<file path="config.mk">
export PLATFORM = sky130hd
export DESIGN_NAME = pre_victim_cmp
export DESIGN_NICKNAME = d
export VERILOG_FILES = /design/src/hw/rtl/pre_pkg.sv /design/src/hw/rtl/pre_victim_cmp.sv
export SDC_FILE = /design/constraint.sdc
export NUM_CORES = 1
export LEC_CHECK = 0
export ABC_AREA = 1
export BUFFER_PORTS_ARGS = -buffer_cell sky130_fd_sc_hd__buf_4
export CELL_PAD_IN_SITES_DETAIL_PLACEMENT = 1
export CELL_PAD_IN_SITES_GLOBAL_PLACEMENT = 2
export CORE_ASPECT_RATIO = 1.75
export CORE_MARGIN = 4
export CORE_UTILIZATION = 19
export DETAILED_ROUTE_END_ITERATION = 10
export PLACE_DENSITY_LB_ADDON = 0.1
export SLEW_MARGIN = 0
export SYNTH_ARGS = -nofsm -noshare
export SYNTH_HDL_FRONTEND = slang
export SYNTH_SLANG_ARGS = --single-unit
</file>
<file path="constraint.sdc">
create_clock -name vclk -period 2.8
set_input_delay 0 -clock vclk [all_inputs]
set_output_delay 0 -clock vclk [all_outputs]
set_load 0.1 [all_outputs]
</file>
<file path="src/hw/rtl/pre_pkg.sv">
// Shared types and codes for the page replacement engine.
package pre_pkg;

	typedef enum logic [2:0] {
		ST_HIT   = 3'd0,
		ST_POOL  = 3'd1,
		ST_EVICT = 3'd2,
		ST_NONE  = 3'd3,
		ST_ADDED = 3'd4,
		ST_FULL  = 3'd5
	} status_t;

	typedef enum logic [1:0] {
		POL_FIFO = 2'd0,
		POL_LRU  = 2'd1,
		POL_LFU  = 2'd2,
		POL_RSVD = 2'd3
	} policy_t;

	localparam logic [0:0] REG_POLICY = 1'b0;
	localparam logic [0:0] REG_PAGES  = 1'b1;

	typedef enum logic [2:0] {
		S_IDLE,
		S_LOOK,
		S_SCAN,
		S_SCAN_LAST,
		S_EVICT,
		S_DONE
	} state_t;

	// One page table row, kept in a single memory word.
	typedef struct packed {
		logic [9:0]  frame;
		logic [31:0] arrival;
		logic [31:0] last_access;
		logic [15:0] refs;
	} entry_t;

endpackage

</file>
<file path="src/hw/rtl/pre_victim_cmp.sv">
// Victim compare: does a candidate row beat the current best under the policy.
module pre_victim_cmp (
	input  pre_pkg::policy_t policy,
	input  pre_pkg::entry_t  cand,
	input  pre_pkg::entry_t  best,
	output logic             better
);

	always_comb begin
		case (policy)
			pre_pkg::POL_LRU: better = cand.last_access < best.last_access;
			pre_pkg::POL_LFU: better = (cand.refs < best.refs) ||
				((cand.refs == best.refs) && (cand.arrival < best.arrival));
			default: better = cand.arrival < best.arrival;
		endcase
	end

endmodule

</file>
==> impl_metrics.csv <==
group,metric,value,unit
global_route,grt_pass1_vias,2753,
pwr,seqPwrFrac,0,
setup_path,path_cells,"buf_4 -> ha_1 -> a21oi_1 -> nor2_1 -> nor2_1 -> nand3_1 -> a21oi_1 -> nand3_1 -> nand2_1 -> nand2_1 -> a21oi_2 -> buf_4",
global_route,grtUsageTotal,0.108,
sta,setup_viol,0,
final_layout,n_antenna_cell,0,
final_layout,layout.nets,755,
route,viasPerCell,4.24,
cts,cts_hold_buf,0,
route,antenna_left,0,
sta,rsz0062_at_grt,"no",
sta,max_slew_margin,0.822,
route,drtPass1Iterations,3,
global_route,antenna_found_initial,0,
place,io_buffers,163,
yosys,yosys-top-cells-count,"inv_1, ha_1, nand2_1, a21oi_1, nor2_1",
pwr,leakage,2.19,nW
final_layout,nFillCells,1400,
final_layout,multiInputGateArea,1750,um2
route,wl_per_cell,11.9,um
setup_path,end_kind,"output pin",
yosys,yosys_warnings,0,
sta,final_hold_viol_count,0,
pwr,power_density,133,nW/um2
pwr,total_power,463,uW
yosys,synth-compound-area-share,0.144,
die,rows,50,
final_layout,register_area,0,um2
die,design.die.area,12900,um2
final_layout,drive_gt1_frac,0.358,
setup_path,setup.worst_path.start_class,"input pin",
die,start_util,0.196,
min_path,holdPathEnd,"better",
global_route,grt-ovfl-total,0,
yosys,synth_top_family_by_area,"adder cells",
yosys,synthCells,328,
die,ios,183,
job,maxCapViolCount,0,
place,gp_congestion,0.743,
global_route,grt_pass1_wl,11.5,mm
yosys,yosysSeqAreaShare,0,
route,drt_iter0_markers,16,
cts,ctsResizeCount,0,
sta,holdWs,0.639,ns
sta,worst_pin_slew,0.264,ns
pwr,p_sw_frac,0.439,
sta,post-route-period-util,0.563,
setup_path,critPathKind,"input pin to output pin",
die,dieWidth,87.6,um
pwr,vdd_drop_max,44.9,uV
sta,final.setup.tns,0,ns
setup_path,path_max_fanout,2,
global_route,grt_max_degree,4,
min_path,min_path_cells,5,
yosys,yosys.cell_types.count,25,
min_path,hold_path_class,"input pin to output pin",
yosys,yosysMostFrequentCell,"inv_1",
yosys,syn_nets,590,
final_layout,area_growth,65.8,%
sta,drv_slew,0,
yosys,syn_area_per_cell,6.42,um2
yosys,synthMuxAreaShare,0,
status,status,"complete, no violations",
sta,period_needed,1.58,ns
die,core,10800,um2
pwr,power_frac_clock,0,
cts,post-cts-setup-buffer-count,0,
pwr,p_int,260,uW
yosys,synth_simple_gate_area_share,0.211,
route,drc,0,
pwr,combPwrFrac,1.000,
die,die_y,147,um
yosys,yosys.area_share.xor_xnor,0,
place,hpwl,7.31,mm
route,wl,7.39,mm
yosys,synthAdderAreaFrac,0.475,
yosys,synth_top_area_cell,"ha_1",
sta,timing.fmax,635,MHz
yosys,synthTopCellsByArea,"ha_1, inv_1, nand2_1",
setup_path,crit_arrival,1.58,ns
final_layout,seq_cells,0,
setup_path,slowest_delay,0.30,ns
yosys,syn_area,2110,um2
setup_path,critPathRequiredTime,2.80,ns
pwr,p_switching,203,uW
yosys,synth_top_area_frac,0.475,
route,vias,2634,
setup_path,critPathSlowestCell,"ha_1",
final_layout,clock_buffers,0,
min_path,worst_hold_startpoint,"policy[1]",
-- cell families after synthesis --
kind of cell / count (synthesis)
simple gates: 97
buf+inv: 95
fa+ha+maj: 80
compound gates: 56
-- worst max path at each step --
stage,slack (ns),to,depth (start not counted),start
3_5_place_dp,1.16,better,12,cand[77]
6_report,1.22,better,12,cand[77]
2_1_floorplan,0.96,better,11,best[69]
5_1_grt,0.98,better,12,cand[73]
4_1_cts,1.16,better,12,cand[77]
3_3_place_gp,1.16,better,14,cand[53]
-- layer usage --
layer / GRT usage / vias to the layer above / routed length, um
met5: 0 / - / 0
met4: 0.00461 / 0 / 43
met3: 0.0174 / 2 / 660
met2: 0.234 / 99 / 4310
met1: 0.106 / 1151 / 2370
li1: - / 1382 / -
-- area by class of cell --
type               instances  area share
well taps                130      0.0466
repair buffers           163       0.350
inverters                 95       0.102
multi-input cells        233       0.501
-- through the flow --
step,util,instances,instance area [um2],setup WS (ns)
after floorplan,-,328,2110,0.964
after global placement,0.325,621,3490,1.16
after detailed placement,0.325,621,3490,1.16
after CTS,0.325,621,3490,1.16
after global routing,0.325,621,3490,0.975
final,0.325,621,3490,1.22
-- power groups by stage --
stage	registers, mW	clock network [mW]	logic (mW)
2_1_floorplan	0	0	0.235
3_3_place_gp	0	0	0.465
3_5_place_dp	0	0	0.476
4_1_cts	0	0	0.479
5_1_grt	0	0	0.538
6_report	0	0	0.463
-- placed cells by master (no fill, tap or decap), drive strengths merged --
cell type	instances
nand4	5
ha	80
nor2	18
a21oi	38
nand3	7
nand2	61
buf	163
nor4	2
o21a	2
nor4b	1
clkinv	1
o211ai	1
a21boi	1
o21ba	1
inv	94
nor3	3
a31oi	1
o21ai	12
-- critical path: cells and delay by family --
family	cells	cell delay [ns]
buffers and inverters	2	0.41
and+or+nand+nor	6	0.44
AOI/OAI and AO/OA	3	0.42
adders and majority gates	1	0.30
No activity file was read; power rests on OpenSTA's default activity.
